## src/design/rsl_pkg.sv

```systemverilog
// Range sensor linearizer package: status and register codes, field widths,
// calibration table and per-segment interpolation constants.
// No dependencies.
package rsl_pkg;

    localparam int SAMPLE_W      = 10;
    localparam int DIST_W        = 11;
    localparam int LEVEL_W       = 10;
    localparam int STORED_POINTS = 17;
    localparam int TABLE_POINTS  = 17;
    localparam int SEG_IW        = 4;   // index over the 16 stored segments
    localparam int OFF_W         = 7;   // sample offset inside a segment, widest span 72
    localparam int DROP_W        = 7;   // distance drop over a segment, at most 100
    localparam int PROD_W        = 14;  // drop * offset
    localparam int RECIP_W       = 18;
    localparam int RECIP_SHIFT   = 20;

    localparam logic [LEVEL_W-1:0] DISC_RESET = 10'd30;
    localparam logic [LEVEL_W-1:0] FAR_RESET  = 10'd92;
    localparam logic [LEVEL_W-1:0] NEAR_RESET = 10'd512;

    localparam logic [DIST_W-1:0] DIST_MIN = 11'd200;
    localparam logic [DIST_W-1:0] DIST_MAX = 11'd1500;

    typedef enum logic [1:0] {
        ST_OK    = 2'd0,
        ST_CLOSE = 2'd1,
        ST_FAR   = 2'd2,
        ST_DISC  = 2'd3
    } t_status;

    typedef enum logic [1:0] {
        REG_DISC = 2'd0,
        REG_FAR  = 2'd1,
        REG_NEAR = 2'd2
    } t_reg_idx;

    // calibration points: rising converter codes, falling distances
    localparam logic [SAMPLE_W-1:0] CAL_CODE [STORED_POINTS] = '{
        10'd92,  10'd98,  10'd106, 10'd115, 10'd123, 10'd133, 10'd147, 10'd164,
        10'd180, 10'd205, 10'd235, 10'd262, 10'd297, 10'd327, 10'd368, 10'd440,
        10'd512
    };

    localparam logic [DIST_W-1:0] CAL_TENTHS [STORED_POINTS] = '{
        11'd1500, 11'd1400, 11'd1300, 11'd1200, 11'd1100, 11'd1000, 11'd900,
        11'd800,  11'd700,  11'd600,  11'd500,  11'd450,  11'd400,  11'd350,
        11'd300,  11'd250,  11'd200
    };

    // tenths(i) - tenths(i+1)
    localparam logic [DROP_W-1:0] SEG_DROP [STORED_POINTS-1] = '{
        7'd100, 7'd100, 7'd100, 7'd100, 7'd100, 7'd100, 7'd100, 7'd100,
        7'd100, 7'd100, 7'd50,  7'd50,  7'd50,  7'd50,  7'd50,  7'd50
    };

    // ceil(2^20 / span). Exact floor quotient for drop*offset < 4096 since
    // the rounding error times the dividend stays below 2^20.
    // A zero-width segment would carry 0 here and yield the start distance.
    localparam logic [RECIP_W-1:0] SEG_RECIP [STORED_POINTS-1] = '{
        18'd174763, 18'd131072, 18'd116509, 18'd131072,
        18'd104858, 18'd74899,  18'd61681,  18'd65536,
        18'd41944,  18'd34953,  18'd38837,  18'd29960,
        18'd34953,  18'd25576,  18'd14564,  18'd14564
    };

endpackage

```

## src/design/rsl_sample_if.sv

```systemverilog
// Input channel of the range sensor linearizer: one converter sample per transaction.
// Depends on rsl_pkg for the field width.
interface rsl_sample_if;
    logic                          valid;
    logic                          ready;
    logic [rsl_pkg::SAMPLE_W-1:0]  sample;

    modport source (output valid, output sample, input ready);
    modport sink   (input valid, input sample, output ready);
endinterface

```

## src/design/rsl_result_if.sv

```systemverilog
// Output channel of the range sensor linearizer: status and distance per transaction.
// Depends on rsl_pkg for the field widths.
interface rsl_result_if;
    logic                        valid;
    logic                        ready;
    logic [1:0]                  status;
    logic [rsl_pkg::DIST_W-1:0]  distance;

    modport source (output valid, output status, output distance, input ready);
    modport sink   (input valid, input status, input distance, output ready);
endinterface

```

## src/design/range_sensor_linearizer_unit.sv

```systemverilog
// Range sensor linearizer: raw 10-bit sample in, status and distance
// (tenths of a cm) out, by piecewise-linear interpolation over a constant
// calibration table. Depends on rsl_pkg, rsl_sample_if and rsl_result_if.
//
// Usage:
//   i_smp  : valid/ready sample channel, one sample per transaction.
//   o_res  : valid/ready result channel, exactly one result per sample,
//            in order. distance is 0 unless status is ok.
//   APB    : three 10-bit level registers at 0x0 (disconnect), 0x4 (far),
//            0x8 (near). Write only while no sample is in flight.
// Pipeline: five register stages; the edge that takes the sample loads the
//   first, and o_res.valid rises once the sample reaches the fifth.
//   Throughput: one transaction per cycle unless o_res.ready stalls a full
//   pipeline; the two multiplies of the reciprocal divider each fit in a stage.
// Reset (synchronous, active low) empties the pipeline and loads the
//   levels with 30 / 92 / 512.
// Stall: when o_res.ready is low, the pipeline keeps filling its empty
//   stages; i_smp.ready drops only once every stage holds a sample.
module range_sensor_linearizer_unit #(
    parameter int TABLE_POINTS = rsl_pkg::TABLE_POINTS
) (
    input  logic                      i_clk,
    input  logic                      i_rst_n,
    rsl_sample_if.sink                i_smp,
    rsl_result_if.source              o_res,
    input  logic                      psel,
    input  logic                      penable,
    input  logic                      pwrite,
    input  logic [3:0]                paddr,
    input  logic [31:0]               pwdata,
    output logic [31:0]               prdata,
    output logic                      pready
);

    // segments searched: among the first TABLE_POINTS stored points
    localparam int NPTS = (TABLE_POINTS < rsl_pkg::STORED_POINTS) ?
                          TABLE_POINTS : rsl_pkg::STORED_POINTS;
    localparam int SEGS = NPTS - 1;

    // ---------------------------------------------------------------
    // configuration registers
    // ---------------------------------------------------------------
    logic [rsl_pkg::LEVEL_W-1:0] r_disc, r_far, r_near;
    logic                        cfg_wr;

    assign pready = 1'b1;
    assign cfg_wr = psel && penable && pwrite;

    always_ff @(posedge i_clk) begin
        if (!i_rst_n) begin
            r_disc <= rsl_pkg::DISC_RESET;
            r_far  <= rsl_pkg::FAR_RESET;
            r_near <= rsl_pkg::NEAR_RESET;
        end else if (cfg_wr) begin
            case (paddr[3:2])
                rsl_pkg::REG_DISC: r_disc <= pwdata[rsl_pkg::LEVEL_W-1:0];
                rsl_pkg::REG_FAR:  r_far  <= pwdata[rsl_pkg::LEVEL_W-1:0];
                rsl_pkg::REG_NEAR: r_near <= pwdata[rsl_pkg::LEVEL_W-1:0];
                default: ;  // unmapped address, write dropped
            endcase
        end
    end

    always_comb begin
        case (paddr[3:2])
            rsl_pkg::REG_DISC: prdata = {22'd0, r_disc};
            rsl_pkg::REG_FAR:  prdata = {22'd0, r_far};
            rsl_pkg::REG_NEAR: prdata = {22'd0, r_near};
            default:           prdata = 32'd0;
        endcase
    end

    // ---------------------------------------------------------------
    // pipeline flow control: a stage loads when it is empty or its
    // successor loads, so bubbles collapse under a stall
    // ---------------------------------------------------------------
    logic r1_v, r2_v, r3_v, r4_v, r5_v;
    logic en1, en2, en3, en4, en5;

    assign en5 = !r5_v || o_res.ready;
    assign en4 = !r4_v || en5;
    assign en3 = !r3_v || en4;
    assign en2 = !r2_v || en3;
    assign en1 = !r1_v || en2;
    assign i_smp.ready = en1;

    always_ff @(posedge i_clk) begin
        if (!i_rst_n) begin
            r1_v <= 1'b0;
            r2_v <= 1'b0;
            r3_v <= 1'b0;
            r4_v <= 1'b0;
            r5_v <= 1'b0;
        end else begin
            if (en1) r1_v <= i_smp.valid;
            if (en2) r2_v <= r1_v;
            if (en3) r3_v <= r2_v;
            if (en4) r4_v <= r3_v;
            if (en5) r5_v <= r4_v;
        end
    end

    // ---------------------------------------------------------------
    // stage 1: level checks and per-segment span compares
    // ---------------------------------------------------------------
    rsl_pkg::t_status             n1_st;
    logic [SEGS-1:0]              n1_hit;
    rsl_pkg::t_status             r1_st;
    logic [SEGS-1:0]              r1_hit;
    logic [rsl_pkg::SAMPLE_W-1:0] r1_smp;

    always_comb begin
        priority if (i_smp.sample < r_disc) begin
            n1_st = rsl_pkg::ST_DISC;
        end else if (i_smp.sample < r_far) begin
            n1_st = rsl_pkg::ST_FAR;
        end else if (i_smp.sample > r_near) begin
            n1_st = rsl_pkg::ST_CLOSE;
        end else begin
            n1_st = rsl_pkg::ST_OK;  // still needs a segment
        end
        for (int k = 0; k < SEGS; k++) begin
            n1_hit[k] = (i_smp.sample >= rsl_pkg::CAL_CODE[k]) &&
                        (i_smp.sample <= rsl_pkg::CAL_CODE[k+1]);
        end
    end

    always_ff @(posedge i_clk) begin
        if (en1) begin
            r1_st  <= n1_st;
            r1_hit <= n1_hit;
            r1_smp <= i_smp.sample;
        end
    end

    // ---------------------------------------------------------------
    // stage 2: first matching segment, table lookup, offset in segment
    // ---------------------------------------------------------------
    logic [rsl_pkg::SEG_IW-1:0]   seg;
    logic [rsl_pkg::SAMPLE_W-1:0] off_full;
    rsl_pkg::t_status             n2_st;
    rsl_pkg::t_status             r2_st;
    logic [rsl_pkg::OFF_W-1:0]    r2_off;
    logic [rsl_pkg::DROP_W-1:0]   r2_drop;
    logic [rsl_pkg::RECIP_W-1:0]  r2_recip;
    logic [rsl_pkg::DIST_W-1:0]   r2_d0;

    always_comb begin
        seg = '0;
        for (int k = SEGS - 1; k >= 0; k--) begin
            if (r1_hit[k]) seg = rsl_pkg::SEG_IW'(k);
        end
        off_full = r1_smp - rsl_pkg::CAL_CODE[{1'b0, seg}];
        // inside the level window but outside the table: too far
        n2_st = (r1_st == rsl_pkg::ST_OK && !(|r1_hit)) ? rsl_pkg::ST_FAR : r1_st;
    end

    always_ff @(posedge i_clk) begin
        if (en2) begin
            r2_st    <= n2_st;
            r2_off   <= off_full[rsl_pkg::OFF_W-1:0];
            r2_drop  <= rsl_pkg::SEG_DROP[seg];
            r2_recip <= rsl_pkg::SEG_RECIP[seg];
            r2_d0    <= rsl_pkg::CAL_TENTHS[{1'b0, seg}];
        end
    end

    // ---------------------------------------------------------------
    // stage 3: dividend = drop * offset
    // ---------------------------------------------------------------
    rsl_pkg::t_status             r3_st;
    logic [rsl_pkg::PROD_W-1:0]   r3_x;
    logic [rsl_pkg::RECIP_W-1:0]  r3_recip;
    logic [rsl_pkg::DIST_W-1:0]   r3_d0;

    always_ff @(posedge i_clk) begin
        if (en3) begin
            r3_st    <= r2_st;
            r3_x     <= rsl_pkg::PROD_W'(r2_drop * r2_off);
            r3_recip <= r2_recip;
            r3_d0    <= r2_d0;
        end
    end

    // ---------------------------------------------------------------
    // stage 4: quotient by reciprocal multiply and shift
    // ---------------------------------------------------------------
    localparam int QP_W = rsl_pkg::PROD_W + rsl_pkg::RECIP_W;

    logic [QP_W-1:0]              qprod;
    rsl_pkg::t_status             r4_st;
    logic [rsl_pkg::DROP_W-1:0]   r4_q;
    logic [rsl_pkg::DIST_W-1:0]   r4_d0;

    assign qprod = QP_W'(r3_x) * QP_W'(r3_recip);

    always_ff @(posedge i_clk) begin
        if (en4) begin
            r4_st <= r3_st;
            // quotient never exceeds the segment drop for a sample inside the table
            r4_q  <= qprod[rsl_pkg::RECIP_SHIFT +: rsl_pkg::DROP_W];
            r4_d0 <= r3_d0;
        end
    end

    // ---------------------------------------------------------------
    // stage 5: output register
    // ---------------------------------------------------------------
    rsl_pkg::t_status             r5_st;
    logic [rsl_pkg::DIST_W-1:0]   r5_dist;

    always_ff @(posedge i_clk) begin
        if (en5) begin
            r5_st   <= r4_st;
            r5_dist <= (r4_st == rsl_pkg::ST_OK) ?
                       (r4_d0 - rsl_pkg::DIST_W'(r4_q)) : '0;
        end
    end

    assign o_res.valid    = r5_v;
    assign o_res.status   = r5_st;
    assign o_res.distance = r5_dist;

    // ---------------------------------------------------------------
    // assertions
    // ---------------------------------------------------------------
    a_dist_zero_unless_ok: assert property (@(posedge i_clk) disable iff (!i_rst_n)
        (r5_v && r5_st != rsl_pkg::ST_OK) |-> (r5_dist == '0))
        else $error("nonzero distance with status other than ok");

    a_dist_in_table: assert property (@(posedge i_clk) disable iff (!i_rst_n)
        (r5_v && r5_st == rsl_pkg::ST_OK) |->
        (r5_dist >= rsl_pkg::DIST_MIN && r5_dist <= rsl_pkg::DIST_MAX))
        else $error("interpolated distance outside calibration range");

    a_stall_only_when_full: assert property (@(posedge i_clk) disable iff (!i_rst_n)
        !i_smp.ready |-> (r1_v && r2_v && r3_v && r4_v && r5_v && !o_res.ready))
        else $error("input stalled while pipeline has room");

    a_empty_after_reset: assert property (@(posedge i_clk)
        !i_rst_n |=> !(r1_v || r2_v || r3_v || r4_v || r5_v))
        else $error("pipeline not empty after reset");

endmodule

```

## src/flat_wrapper.sv

```systemverilog
// flat-port wrapper written by rule: the top's interface ports become plain ports
module range_sensor_linearizer_unit_flat 
#(
    parameter int TABLE_POINTS = rsl_pkg::TABLE_POINTS
)
  (i_clk, i_rst_n, psel, penable, pwrite, paddr, pwdata, prdata, pready, i_smp_valid, i_smp_sample, i_smp_ready, o_res_valid, o_res_status, o_res_distance, o_res_ready);
  rsl_sample_if i_smp_i ();
  rsl_result_if o_res_i ();
  input  logic i_clk;
  input  logic i_rst_n;
  input  logic psel;
  input  logic penable;
  input  logic pwrite;
  input  logic [3:0] paddr;
  input  logic [31:0] pwdata;
  output logic [31:0] prdata;
  output logic pready;
  input wire logic [$bits(i_smp_i.valid)-1:0] i_smp_valid;
  input wire logic [$bits(i_smp_i.sample)-1:0] i_smp_sample;
  output wire logic [$bits(i_smp_i.ready)-1:0] i_smp_ready;
  output wire logic [$bits(o_res_i.valid)-1:0] o_res_valid;
  output wire logic [$bits(o_res_i.status)-1:0] o_res_status;
  output wire logic [$bits(o_res_i.distance)-1:0] o_res_distance;
  input wire logic [$bits(o_res_i.ready)-1:0] o_res_ready;
  assign i_smp_i.valid = i_smp_valid;
  assign i_smp_i.sample = i_smp_sample;
  assign i_smp_ready = i_smp_i.ready;
  assign o_res_valid = o_res_i.valid;
  assign o_res_status = o_res_i.status;
  assign o_res_distance = o_res_i.distance;
  assign o_res_i.ready = o_res_ready;
  range_sensor_linearizer_unit #(.TABLE_POINTS(TABLE_POINTS)) u_core (.i_clk(i_clk), .i_rst_n(i_rst_n), .i_smp(i_smp_i), .o_res(o_res_i), .psel(psel), .penable(penable), .pwrite(pwrite), .paddr(paddr), .pwdata(pwdata), .prdata(prdata), .pready(pready));
endmodule
```

## config.mk

```make
export PLATFORM = sky130hd
export DESIGN_NAME = range_sensor_linearizer_unit_flat
export DESIGN_NICKNAME = d
export VERILOG_FILES = /design/src/design/rsl_pkg.sv /design/src/design/rsl_sample_if.sv /design/src/design/rsl_result_if.sv /design/src/design/range_sensor_linearizer_unit.sv /design/src/flat_wrapper.sv
export SDC_FILE = /design/constraint.sdc
export NUM_CORES = 1
export LEC_CHECK = 0
export BUFFER_PORTS_ARGS = -buffer_cell sky130_fd_sc_hd__buf_2
export CAP_MARGIN = 20
export CORE_MARGIN = 4
export CORE_UTILIZATION = 40
export CTS_BUF_LIST = sky130_fd_sc_hd__clkbuf_4
export CTS_CLUSTER_DIAMETER = 50
export DETAILED_ROUTE_END_ITERATION = 7
export GPL_TIMING_DRIVEN = 0
export SYNTH_ARGS = -nofsm -noshare
export SYNTH_HDL_FRONTEND = slang
export SYNTH_SLANG_ARGS = --single-unit
```

## constraint.sdc

```tcl
create_clock -name i_clk -period 12.1 [get_ports i_clk]
set_input_delay 0.605 -clock i_clk [delete_from_list [all_inputs] [get_ports i_clk]]
set_output_delay 0.605 -clock i_clk [all_outputs]
set_load 0.05 [all_outputs]
```

Word-level counts from Yosys, hierarchy flattened --
Memories as Yosys holds them, arrays and structs flattened. A register that Yosys moved wholly into a read port is not among the register bits. Index checks and enable logic that the tools add are counted.
Operators by class: add/subtract/negate cells 2, multipliers 2, $lt $le $gt $ge 36, eq/ne operators 2, multiplexer cells 21, bitwise operators 2, reductions and logical operators 38
Operators by type and width (number):
- $mux 4 | 16
- $ge 10x8->1 const B | 6
- $le 10x8->1 const B | 6
- $ge 10x7->1 const B | 5
- $ge 10x9->1 const B | 5
- $le 10x9->1 const B | 5
- $le 10x7->1 const B | 4
- $pmux 10 s3 | 1
- $mul 14x18->27 | 1
- $lt 10x10->1 | 2
- $logic_and 1x1->1 | 19
- $reduce_or 16->1 | 1
- $mul 7x7->14 | 1
- $mux 7 | 2
- $sub 11x7->11 | 1
- $gt 10x10->1 | 1
- $le 10x10->1 const B | 1
- $sub 7x7->7 | 1
- $ge 6x6->1 const B | 1
- $logic_not 1->1 | 6
- $logic_not 2->1 | 3
- $not 4->6 | 1
- $reduce_and 2->1 | 3
- $logic_or 1x1->1 | 5
- 5 further kinds | 6
Storage, ports and cells: register bits 147, ROM bits 1072, output and inout port bits 48, word-level logic and storage cells 130, memories 4
Memories:
- (no name shown) | words 32, width 11, rd ports 1, clocked after Yosys merged registers in 1, write ports 0, line range_sensor_linearizer_unit.sv:164 | r2_d0 <= rsl_pkg::CAL_TENTHS[{1'b0, seg}];
- (no name shown) | words 32, width 10, rd ports 1, clocked after Yosys merged registers in 0, write ports 0, line range_sensor_linearizer_unit.sv:153 | off_full = r1_smp - rsl_pkg::CAL_CODE[{1'b0, seg}];
- (no name shown) | words 16, width 18, rd ports 1, clocked after Yosys merged registers in 1, write ports 0, line range_sensor_linearizer_unit.sv:163 | r2_recip <= rsl_pkg::SEG_RECIP[seg];
- (no name shown) | words 16, width 7, rd ports 1, clocked after Yosys merged registers in 1, write ports 0, line range_sensor_linearizer_unit.sv:162 | r2_drop <= rsl_pkg::SEG_DROP[seg];

Logic depth before layout (Yosys ltp) --
Gate-level depths: netlist (run 1).
word-level depth 21, mapped depth 19, gate-level depth less buffers 18

Least setup slack after synthesis (run 1) --
No wires, ideal clock.
path type register to register, from reg u_core.r3_x[7] (netlist name), to reg u_core.r4_q[6] (netlist name), data pin, arrival 5.241 ns, required time 11.840 ns, path slack 6.599 ns, cell stages (with the launch flop) 18, path through edfxtp_1 clkbuf_1 clkbuf_1 nand2_1 fa_1 fa_1 inv_1 fa_1 fa_1 fa_1 ha_1 ha_1 a21oi_1 o221ai_1 a2111oi_2 nand3_1 a41oi_1 xnor2_1
On the way: longest elaborated chain between the ends 1
RTL lines:
- start: declaration | line range_sensor_linearizer_unit.sv:172 | logic [rsl_pkg::PROD_W-1:0] r3_x;
- start signal: assignment | line range_sensor_linearizer_unit.sv:179 | r3_x <= rsl_pkg::PROD_W'(r2_drop * r2_off);
- $mul 14x18->27 | line range_sensor_linearizer_unit.sv:195 | assign qprod = QP_W'(r3_x) * QP_W'(r3_recip);
- named net u_core.qprod[26] | line range_sensor_linearizer_unit.sv:190 | logic [QP_W-1:0] qprod;
- end signal: assignment | line range_sensor_linearizer_unit.sv:201 | r4_q <= qprod[rsl_pkg::RECIP_SHIFT +: rsl_pkg::DROP_W];
- end: declaration | line range_sensor_linearizer_unit.sv:192 | logic [rsl_pkg::DROP_W-1:0] r4_q;
The timed path passes the listed nets, and every way through them passes these cells. A chain may end at the register's enable or synchronous reset.

Final worst setup path (run 1) --
Ends and elaborated chain as after synthesis.

==> results_dict.tcl, run 1 <==
set metrics [dict create \
    synth_top_area_cell "edfxtp_1" \
    period_share 0.554 \
    grt_max_degree 44 \
    die-area_um2 44200 \
    syn_area_per_cell_um2 9.92 \
    clock_path_buffers 2 \
    antenna_found_initial 1 \
    h-tree-depth 4 \
    drive_gt1_frac 0.0758 \
    core_area_um2 40100 \
    tightest_slew_ns 0.874 \
    r2r_slack_ns 5.40 \
    synth_flop_cell "edfxtp_1" \
    final_nets 2129 \
    synth_edf_count 139 \
    fmax_mhz 149 \
    report.final.setup_viol 0 \
    path_max_fanout 10 \
    first_iter_violations 612 \
    rows 73 \
    drc 0 \
    routabilityCongestion 0.921 \
    cts_hold_buf 0 \
    die_y_um 210 \
    cts_tree "yes" \
    rsz0062_at_grt "false" \
    outcome "finished, final reports clean" \
    slew-limit-headroom 0.415 \
    netlist_instances 1649 \
    crit_type "reg -> reg" \
    post_cts_buffers 0 \
    finalCriticalPeriod_ns 6.70 \
    tns_ns 0 \
    cts_made_buffers 17 \
    fin_worst_skew_ns 0.0348 \
    grt_pass1_wl_um 60800 \
    synth_area_leaders "edfxtp_1 26%, fa_1 22%, ha_1 12%, inv_1 5.6%, nand2_1 5.0%" \
    pin_count 101 \
    synth_area_um2 16400 \
    async_reset_ff_frac 0 \
    end_kind "flip-flop" \
    ys_top_cells_by_count "245 x inv_1, 219 x nand2_1, 181 x fa_1" \
    dpl.hpwl_um 29700 \
    drt-pass1-iter-count 5 \
    critPathArrivalTime_ns 7.03 \
    grt_pass1_vias 11800 \
    vias_per_cell 5.06 \
    clkLatencyLatePin_ns 0.57 \
    ant_nets 0 \
    synth.most_common_cell "inv_1" \
    cp.required_ns 12.44 \
    clk_pin_slew_ns 0.17 \
    ys_warn_count 0 \
    synth_seq_cells 174 \
    synth_seq_area_share 0.298 \
    area_growth_pct 8.35 \
    hold_class "in -> reg" \
    drv_cap 0 \
    ctsResizeCount 0 \
    startpoint_type "flip-flop" \
    initial_utilization 0.408 \
    wirelength_um 36500 \
    fp.dieW_um 210 \
    drv_slew 0 \
    clockRootBuffer "clkbuf_4" \
    post_drt_wl_per_cell_um 16.0 \
    port_buffers 52 \
    hold_viol 0 \
    grt.total_usage 0.170 \
    synth_top_area_frac 0.255 \
    via_count 11500 \
    grt_overflow 0 \
    fillCellCount 3873 \
    yosysUniqueCellTypes 69 \
    clock_sinks 174 \
]
==> per-stage QoR <==
| stage | worst slack (ns) | instances | hold WS [ns] | util | cell area [µm²] |
|---|---|---|---|---|---|
| after floorplan | 6.60 | 1670 | 0.400 | - | 16400 |
| after global placement | 5.44 | 2247 | 0.402 | 0.433 | 17400 |
| after detailed placement | 5.40 | 2248 | 0.405 | 0.433 | 17400 |
| after CTS | 5.35 | 2280 | 0.192 | 0.442 | 17700 |
| after global routing | 4.96 | 2281 | 0.174 | 0.442 | 17700 |
| final | 5.40 | 2281 | 0.257 | 0.442 | 17700 |
==> cell usage in the layout, fill, tap and decap left out, types with 5 or more instances in the layout <==
cell type / netlist / routed
a21boi_0: 27 / 27
ha_1: 153 / 153
nand2b_1: 11 / 11
nand2_1: 219 / 218
a2111oi_0: 5 / 5
or3_1: 11 / 11
clkbuf_1: 54 / 54
nor3b_1: 8 / 8
nand3_1: 29 / 29
o211ai_1: 11 / 11
xor2_1: 12 / 12
a21o_1: 11 / 11
nand4_1: 7 / 7
a211oi_1: 8 / 8
and2_1: 129 / 129
inv_8: 0 / 5
buf_2: 3 / 55
a31oi_1: 7 / 7
o21bai_1: 5 / 5
clkinv_8: 0 / 6
nor2_1: 51 / 51
inv_1: 245 / 244
conb_1: 2 / 23
o21ai_0: 49 / 49
dfxtp_1: 35 / 35
clkbuf_4: 0 / 17
nor2b_1: 14 / 14
nor3_1: 26 / 26
or2_2: 5 / 5
xnor2_1: 21 / 21
edfxtp_1: 139 / 139
buf_4: 26 / 26
mux2i_1: 13 / 13
a21oi_1: 45 / 45
o21a_1: 14 / 14
fa_1: 181 / 181
nor4_1: 6 / 6
==> worst max-delay path, stage by stage, from the launching register on <==
cell and delay (ns):
edfxtp_1 0.35, clkbuf_1 0.44, clkbuf_1 0.51, nand2_1 0.16, fa_1 0.52, fa_1 0.53
inv_1 0.06, fa_1 0.46, fa_1 0.53, fa_1 0.49, ha_1 0.31, ha_1 0.33
a21oi_1 0.17, o221ai_1 0.20, a2111oi_2 0.69, nand3_1 0.23, a41oi_1 0.37, xnor2_1 0.11
==> registers in the layout (all words and copies together), names as in the netlist, 7 cells and up <==
name,count
u_core.r4_d0,10
u_core.r1_hit,16
u_core.r4_q,7
u_core.r1_smp,7
u_core.r3_recip,18
u_core.r_disc,10
u_core.r_near,10
u_core.r2_off,7
u_core.r_far,10
u_core.r3_d0,10
u_core.r2_d0,10
u_core.r3_x,13
u_core.r2_recip,18
u_core.o_res.distance,11
==> cells by family (layout without fill, tap and decap cells) <==
family | after synthesis | count (layout) | synth area share
XOR/XNOR | 33 | 33 | 0.0177
buffers and inverters | 333 | 418 | 0.0831
AO/OA/AOI/OAI | 224 | 224 | 0.0913
other | 2 | 24 | 0.000459
flip-flops | 174 | 174 | 0.298
multiplexers | 13 | 13 | 0.00796
adder cells (fa/ha/maj) | 334 | 334 | 0.339
AND/OR/NAND/NOR | 536 | 536 | 0.163
==> worst paths after layout <==
kind                                                    start  cells after the start                            end
worst min-delay path                              i_smp_valid                      3       u_core.r1_v$_SDFFE_PN0P_
worst max register to register       u_core.r3_x[7]$_DFFE_PP_                     17       u_core.r4_q[6]$_DFFE_PP_
worst max-delay path                 u_core.r3_x[7]$_DFFE_PP_                     17       u_core.r4_q[6]$_DFFE_PP_
worst min register to register  u_core.r2_recip[14]$_DFFE_PP_                      0  u_core.r3_recip[14]$_DFFE_PP_
==> layer usage <==
metal	share of wire	vias to the layer above	GRT usage	wire (µm)
li1	-	5568	-	-
met1	0.45	5663	0.231	16400
met2	0.49	265	0.285	17800
met3	0.042	47	0.0256	1540
met4	0.022	0	0.0455	794
met5	0	-	0	0
==> area by class of cell <==
| type | instances | area [µm²] | share of cell area |
|---|---|---|---|
| multi-input cells | 1163 | 10200 | 0.576 |
| flip-flops and latches | 174 | 4870 | 0.275 |
| inverters | 245 | 920 | 0.0519 |
| well taps | 525 | 657 | 0.0371 |
| plain buffers | 88 | 439 | 0.0248 |
| repair buffers | 53 | 288 | 0.0162 |
| clock inverters | 15 | 210 | 0.0119 |
| clock buffers | 17 | 128 | 0.00720 |
| diodes | 1 | 2.50 | 0.000141 |
Power of run 1 is left out: the tool's default activity adds up to more than one toggle a clock period on the data nets, which glitch-free logic cannot reach.
==> run 2, diff against run 1 <==
==> constraint.sdc (replaced) <==
create_clock -name i_clk -period 6.7 [get_ports i_clk]
set_input_delay 0.335 -clock i_clk [delete_from_list [all_inputs] [get_ports i_clk]]
set_output_delay 0.335 -clock i_clk [all_outputs]
set_load 0.05 [all_outputs]
==> run 2 against run 1 <==
Compared with the run above: die area unchanged; first-iteration DRC count shrank 3.9%; global-route usage up 0.070 points; core utilization up 0.37 points; non-clock buffer count rose by 11; maximum frequency grew 7.4%; setup slack worse by 4.9 ns; hold slack lost 0.19 ns; via count rose by 0.60%; final cell count increased by 0.48%; critical path type unchanged.
==> results_dict.tcl, run 2 (synthesis gave the netlist of run 1 again) <==
set metrics [dict create \
    path_cells "clkbuf_1 > nand2_1 > fa_1 > fa_1 > inv_1 > fa_1 > fa_1 > fa_1 > ha_1 > ha_1 > a21oi_1 > o221ai_1 > a2111oi_4 > nand3_1 > a41oi_1 > xnor2_1" \
    final_nets 2140 \
    grt_overflow 0 \
    port_buffers 52 \
    grt_pass1_wl_um 61100 \
    layout_common_cells "244 x inv_1, 218 x nand2_1, 181 x fa_1" \
    fin_worst_skew_ns 0.0380 \
    die-area_um2 44200 \
    core_area_um2 40100 \
    slew-limit-headroom 0.419 \
    first_iter_violations 588 \
    rsz0062_at_grt "false" \
    dr.max_layer_used "met4" \
    fillCellCount 3851 \
    h-tree-depth 4 \
    crit_path_max_incr_delay_ns 0.65 \
    clockRootBuffer "clkbuf_4" \
    fin_hold_ws_ns 0.0685 \
    wirelength_um 36400 \
    met1Wirelength_um 16300 \
    reg_top3 "u_core.r2_recip: 18 flops, u_core.r3_recip: 18 flops, u_core.r1_hit: 16 flops" \
    clk_pin_slew_ns 0.17 \
    layout_commonest_cell "inv_1" \
    postLayoutCellArea_um2 17900 \
    drt-pass1-iter-count 7 \
    multi_input_area_um2 10200 \
    seqCellArea_um2 4870 \
    fp.dieW_um 210 \
    antenna_found_initial 1 \
    period_share 0.931 \
    drc 0 \
    grt.total_usage 0.170 \
    cts_tree "yes" \
    routabilityCongestion 0.921 \
    cts_made_buffers 17 \
    pin_count 101 \
    drv_cap 0 \
    post_drt_wl_per_cell_um 15.9 \
    dpl.hpwl_um 29700 \
    report.final.setup_viol 0 \
    via_count 11600 \
    fmax_mhz 160 \
    place_area_um2 17400 \
    outcome "finished, final reports clean" \
    clkLatencyLatePin_ns 0.57 \
    die_y_um 210 \
    tightest_slew_ns 0.869 \
    drive_gt1_frac 0.0776 \
    ant_nets 0 \
    initial_utilization 0.408 \
    path_max_fanout 10 \
    cp.required_ns 7.03 \
    area_growth_pct 9.26 \
    hold_class "in -> reg" \
    clock_sinks 174 \
    grt_max_degree 44 \
    vias_per_cell 5.07 \
    crit_type "reg -> reg" \
    finalCriticalPeriod_ns 6.24 \
    hold_viol 0 \
    drv_slew 0 \
    clock_path_buffers 2 \
    critPathArrivalTime_ns 6.57 \
    met2WireLength_um 17800 \
    grt_pass1_vias 11900 \
    rows 73 \
    crit_top_cell "fa_1" \
    slowest_stage "edfxtp_1" \
    startpoint_type "flip-flop" \
    end_kind "flip-flop" \
    routed-wl-met3_um 1580 \
]
run 2: timing repair:
action,in CTS,in global routing
hold endpoints to repair,30,1
setup buffers,0,1
setup endpoints to repair,1,4
gates resized for setup,2,3
hold buffers,13,1
gates cloned,0,0
run 2: final cells by class:
type / instances / area share
antenna: 1 / 0.000140
buffer: 84 / 0.0239
clock buffer: 17 / 0.00714
clock inverter: 15 / 0.0118
inverter: 245 / 0.0515
multi-input combinational: 1163 / 0.572
sequential: 174 / 0.273
tap: 525 / 0.0368
timing repair buffer: 68 / 0.0244
run 2: per-stage QoR:
step	utilization	instances	setup TNS (ns)	worst slack, ns
after global routing	0.446	2292	0	0.0317
after detailed placement	0.433	2248	-0.00236	-0.00236
after CTS	0.445	2293	0	0.0866
after floorplan	-	1670	0	1.20
final	0.446	2292	0	0.460
after global placement	0.433	2247	0	0.0356
run 2: critical path: cells and delay by family (launching register included):
family | cells | cell delay (ns)
AOI/OAI and AO/OA | 4 | 1.30
xor gates and xnor gates | 1 | 0.11
adders and majority gates | 7 | 3.12
buffers and inverters | 2 | 0.49
DFF | 1 | 0.65
and+or+nand+nor | 2 | 0.34
run 2: path summary, 6_finish.rpt:
kind | cells after the start | end | startpoint | slack, ns
worst max-delay path | 16 | u_core.r4_q[6]$_DFFE_PP_ | u_core.r3_x[9]$_DFFE_PP_ | 0.46
worst min register to register | 0 | u_core.r3_recip[14]$_DFFE_PP_ | u_core.r2_recip[14]$_DFFE_PP_ | 0.44
worst max register to register | 16 | u_core.r4_q[6]$_DFFE_PP_ | u_core.r3_x[9]$_DFFE_PP_ | 0.46
worst min-delay path | 1 | u_core.r1_smp[0]$_DFFE_PP_ | i_smp_sample[0] | 0.07
run 2: metal layers:
layer / GRT usage / up-vias
li1: - / 5596
met1: 0.231 / 5706
met2: 0.287 / 263
met3: 0.0255 / 47
met4: 0.0466 / 0
met5: 0 / -
Power of run 2 is left out for the same reason.
==> run 3, diff against run 2 <==
--- a/config.mk
+++ b/config.mk
@@ -7,12 +7,16 @@
 export LEC_CHECK = 0
 export BUFFER_PORTS_ARGS = -buffer_cell sky130_fd_sc_hd__buf_2
 export CAP_MARGIN = 20
+export CELL_PAD_IN_SITES_DETAIL_PLACEMENT = 2
+export CELL_PAD_IN_SITES_GLOBAL_PLACEMENT = 2
 export CORE_MARGIN = 4
 export CORE_UTILIZATION = 40
 export CTS_BUF_LIST = sky130_fd_sc_hd__clkbuf_4
 export CTS_CLUSTER_DIAMETER = 50
 export DETAILED_ROUTE_END_ITERATION = 7
 export GPL_TIMING_DRIVEN = 0
+export PLACE_DENSITY_LB_ADDON = 0.1
+export SKIP_CTS_REPAIR_TIMING = 1
 export SYNTH_ARGS = -nofsm -noshare
 export SYNTH_HDL_FRONTEND = slang
 export SYNTH_SLANG_ARGS = --single-unit
==> run 3 against run 2 <==
Compared with the run above: final cell count grew 0.39%; register-to-register slack lost 0.17 ns; maximum frequency shrank 2.6%; critical path depth is the same; die area is the same; setup slack lost 0.17 ns.
==> results_dict.tcl, run 3 (synthesis gave the netlist of run 1 again) <==
set metrics [dict create \
    holdPathEnd "u_core.r1_smp[0]$_DFFE_PP_" \
    end_kind "flip-flop" \
    core_area_um2 40100 \
    fin_hold_ws_ns 0.0616 \
    reg_top3 "u_core.r2_recip: 18 flops, u_core.r3_recip: 18 flops, u_core.r1_hit: 16 flops" \
    pin_count 101 \
    r2r_slack_ns 0.29 \
    drive_gt1_frac 0.0840 \
    die-area_um2 44200 \
    cts_tree "yes" \
    dpl.hpwl_um 38900 \
    grt.total_usage 0.221 \
    layout_commonest_cell "inv_1" \
    clock_sinks 174 \
    area_growth_pct 9.26 \
    startpoint_type "flip-flop" \
    post_drt_wl_per_cell_um 20.9 \
    grt_overflow 0 \
    via_count 12000 \
    routabilityCongestion 0.850 \
    grt_max_degree 44 \
    clk_pin_slew_ns 0.18 \
    crit_type "reg -> reg" \
    grt_pass1_wl_um 76700 \
    first_iter_violations 433 \
    cp_num_buf_inv 2 \
    worstHoldStart "i_smp_sample[0]" \
    finalCriticalPeriod_ns 6.41 \
    holdPathStages 1 \
    multi_input_area_um2 10200 \
    fp.dieW_um 210 \
    outcome "finished, final reports clean" \
    clkLatencyLatePin_ns 0.64 \
    fillCellCount 4326 \
    layout_common_cells "244 x inv_1, 218 x nand2_1, 181 x fa_1" \
    cts_made_buffers 17 \
    crit_top_cell "fa_1" \
    seqCellArea_um2 4870 \
    hold_class "in -> reg" \
    final_nets 2148 \
    slowest_stage "a2111oi_4" \
    antenna_found_initial 2 \
    clockRootBuffer "clkbuf_4" \
    crit_start "u_core.r3_recip[1]$_DFFE_PP_" \
    critPathArrivalTime_ns 6.82 \
    vias_per_cell 5.23 \
    drv_slew 0 \
    drv_cap 0 \
    slew-limit-headroom 0.350 \
    path_cells "clkbuf_1 > nand2_1 > fa_1 > fa_1 > inv_1 > fa_1 > fa_1 > fa_1 > ha_1 > ha_1 > a21oi_1 > o221ai_1 > a2111oi_4 > nand3_1 > a41oi_1 > xnor2_1" \
    period_share 0.956 \
    hold_viol 0 \
    tightest_slew_ns 0.972 \
    report.final.setup_viol 0 \
    initial_utilization 0.408 \
    die_y_um 210 \
    rows 73 \
    grt_pass1_vias 13700 \
    r2r_start "u_core.r3_recip[1]$_DFFE_PP_" \
    ant_nets 0 \
    cp.required_ns 7.11 \
    r2r_cells 16 \
    path_max_fanout 10 \
    drc 0 \
    fin_worst_skew_ns 0.0402 \
    cp_top_family "adder cells" \
    h-tree-depth 4 \
    fmax_mhz 156 \
    rr_endpoint "u_core.r4_q[6]$_DFFE_PP_" \
    crit_path_max_incr_delay_ns 0.65 \
    port_buffers 52 \
    drt-pass1-iter-count 4 \
    clock_path_buffers 2 \
    wirelength_um 48200 \
]
==> run 3: final cells by class <==
cell class | instances | area share
diodes | 2 | 0.000280
plain buffers | 85 | 0.0246
clock buffers | 18 | 0.00756
clock inverters | 14 | 0.00791
inverters | 245 | 0.0515
multi-input cells | 1163 | 0.572
flip-flops and latches | 174 | 0.273
well taps | 525 | 0.0368
repair buffers | 75 | 0.0269
==> run 3: how the worst max path moves through the flow <==
| stage | end | slack, ns | cells after the start |
|---|---|---|---|
| global placement | u_core.r4_q[6]$_DFFE_PP_ | -0.14 | 17 |
| floorplan | u_core.r4_q[6]$_DFFE_PP_ | 1.20 | 17 |
| CTS | u_core.r4_q[6]$_DFFE_PP_ | -0.27 | 17 |
| global route | u_core.r4_q[6]$_DFFE_PP_ | -0.006 | 16 |
| finish | u_core.r4_q[6]$_DFFE_PP_ | 0.29 | 16 |
| detailed placement | u_core.r4_q[6]$_DFFE_PP_ | -0.26 | 17 |
==> run 3: stage by stage <==
step | utilization | cells | setup WS [ns] | setup TNS (ns) | area [µm²]
global placement | 0.433 | 2247 | -0.141 | -0.141 | 17400
CTS | 0.440 | 2280 | -0.272 | -0.400 | 17600
global route | 0.446 | 2301 | -0.00639 | -0.00639 | 17900
detailed placement | 0.433 | 2248 | -0.263 | -0.313 | 17400
floorplan | - | 1670 | 1.20 | 0 | 16400
finish | 0.446 | 2301 | 0.292 | 0 | 17900
==> run 3: per-layer routing <==
| layer | global-route usage | vias to the layer above | share of wire |
|---|---|---|---|
| li1 | - | 5618 | - |
| met1 | 0.275 | 6225 | 0.43 |
| met2 | 0.406 | 139 | 0.53 |
| met3 | 0.0247 | 48 | 0.018 |
| met4 | 0.0583 | 0 | 0.022 |
| met5 | 0 | - | 0 |
Power of run 3 is left out for the same reason.
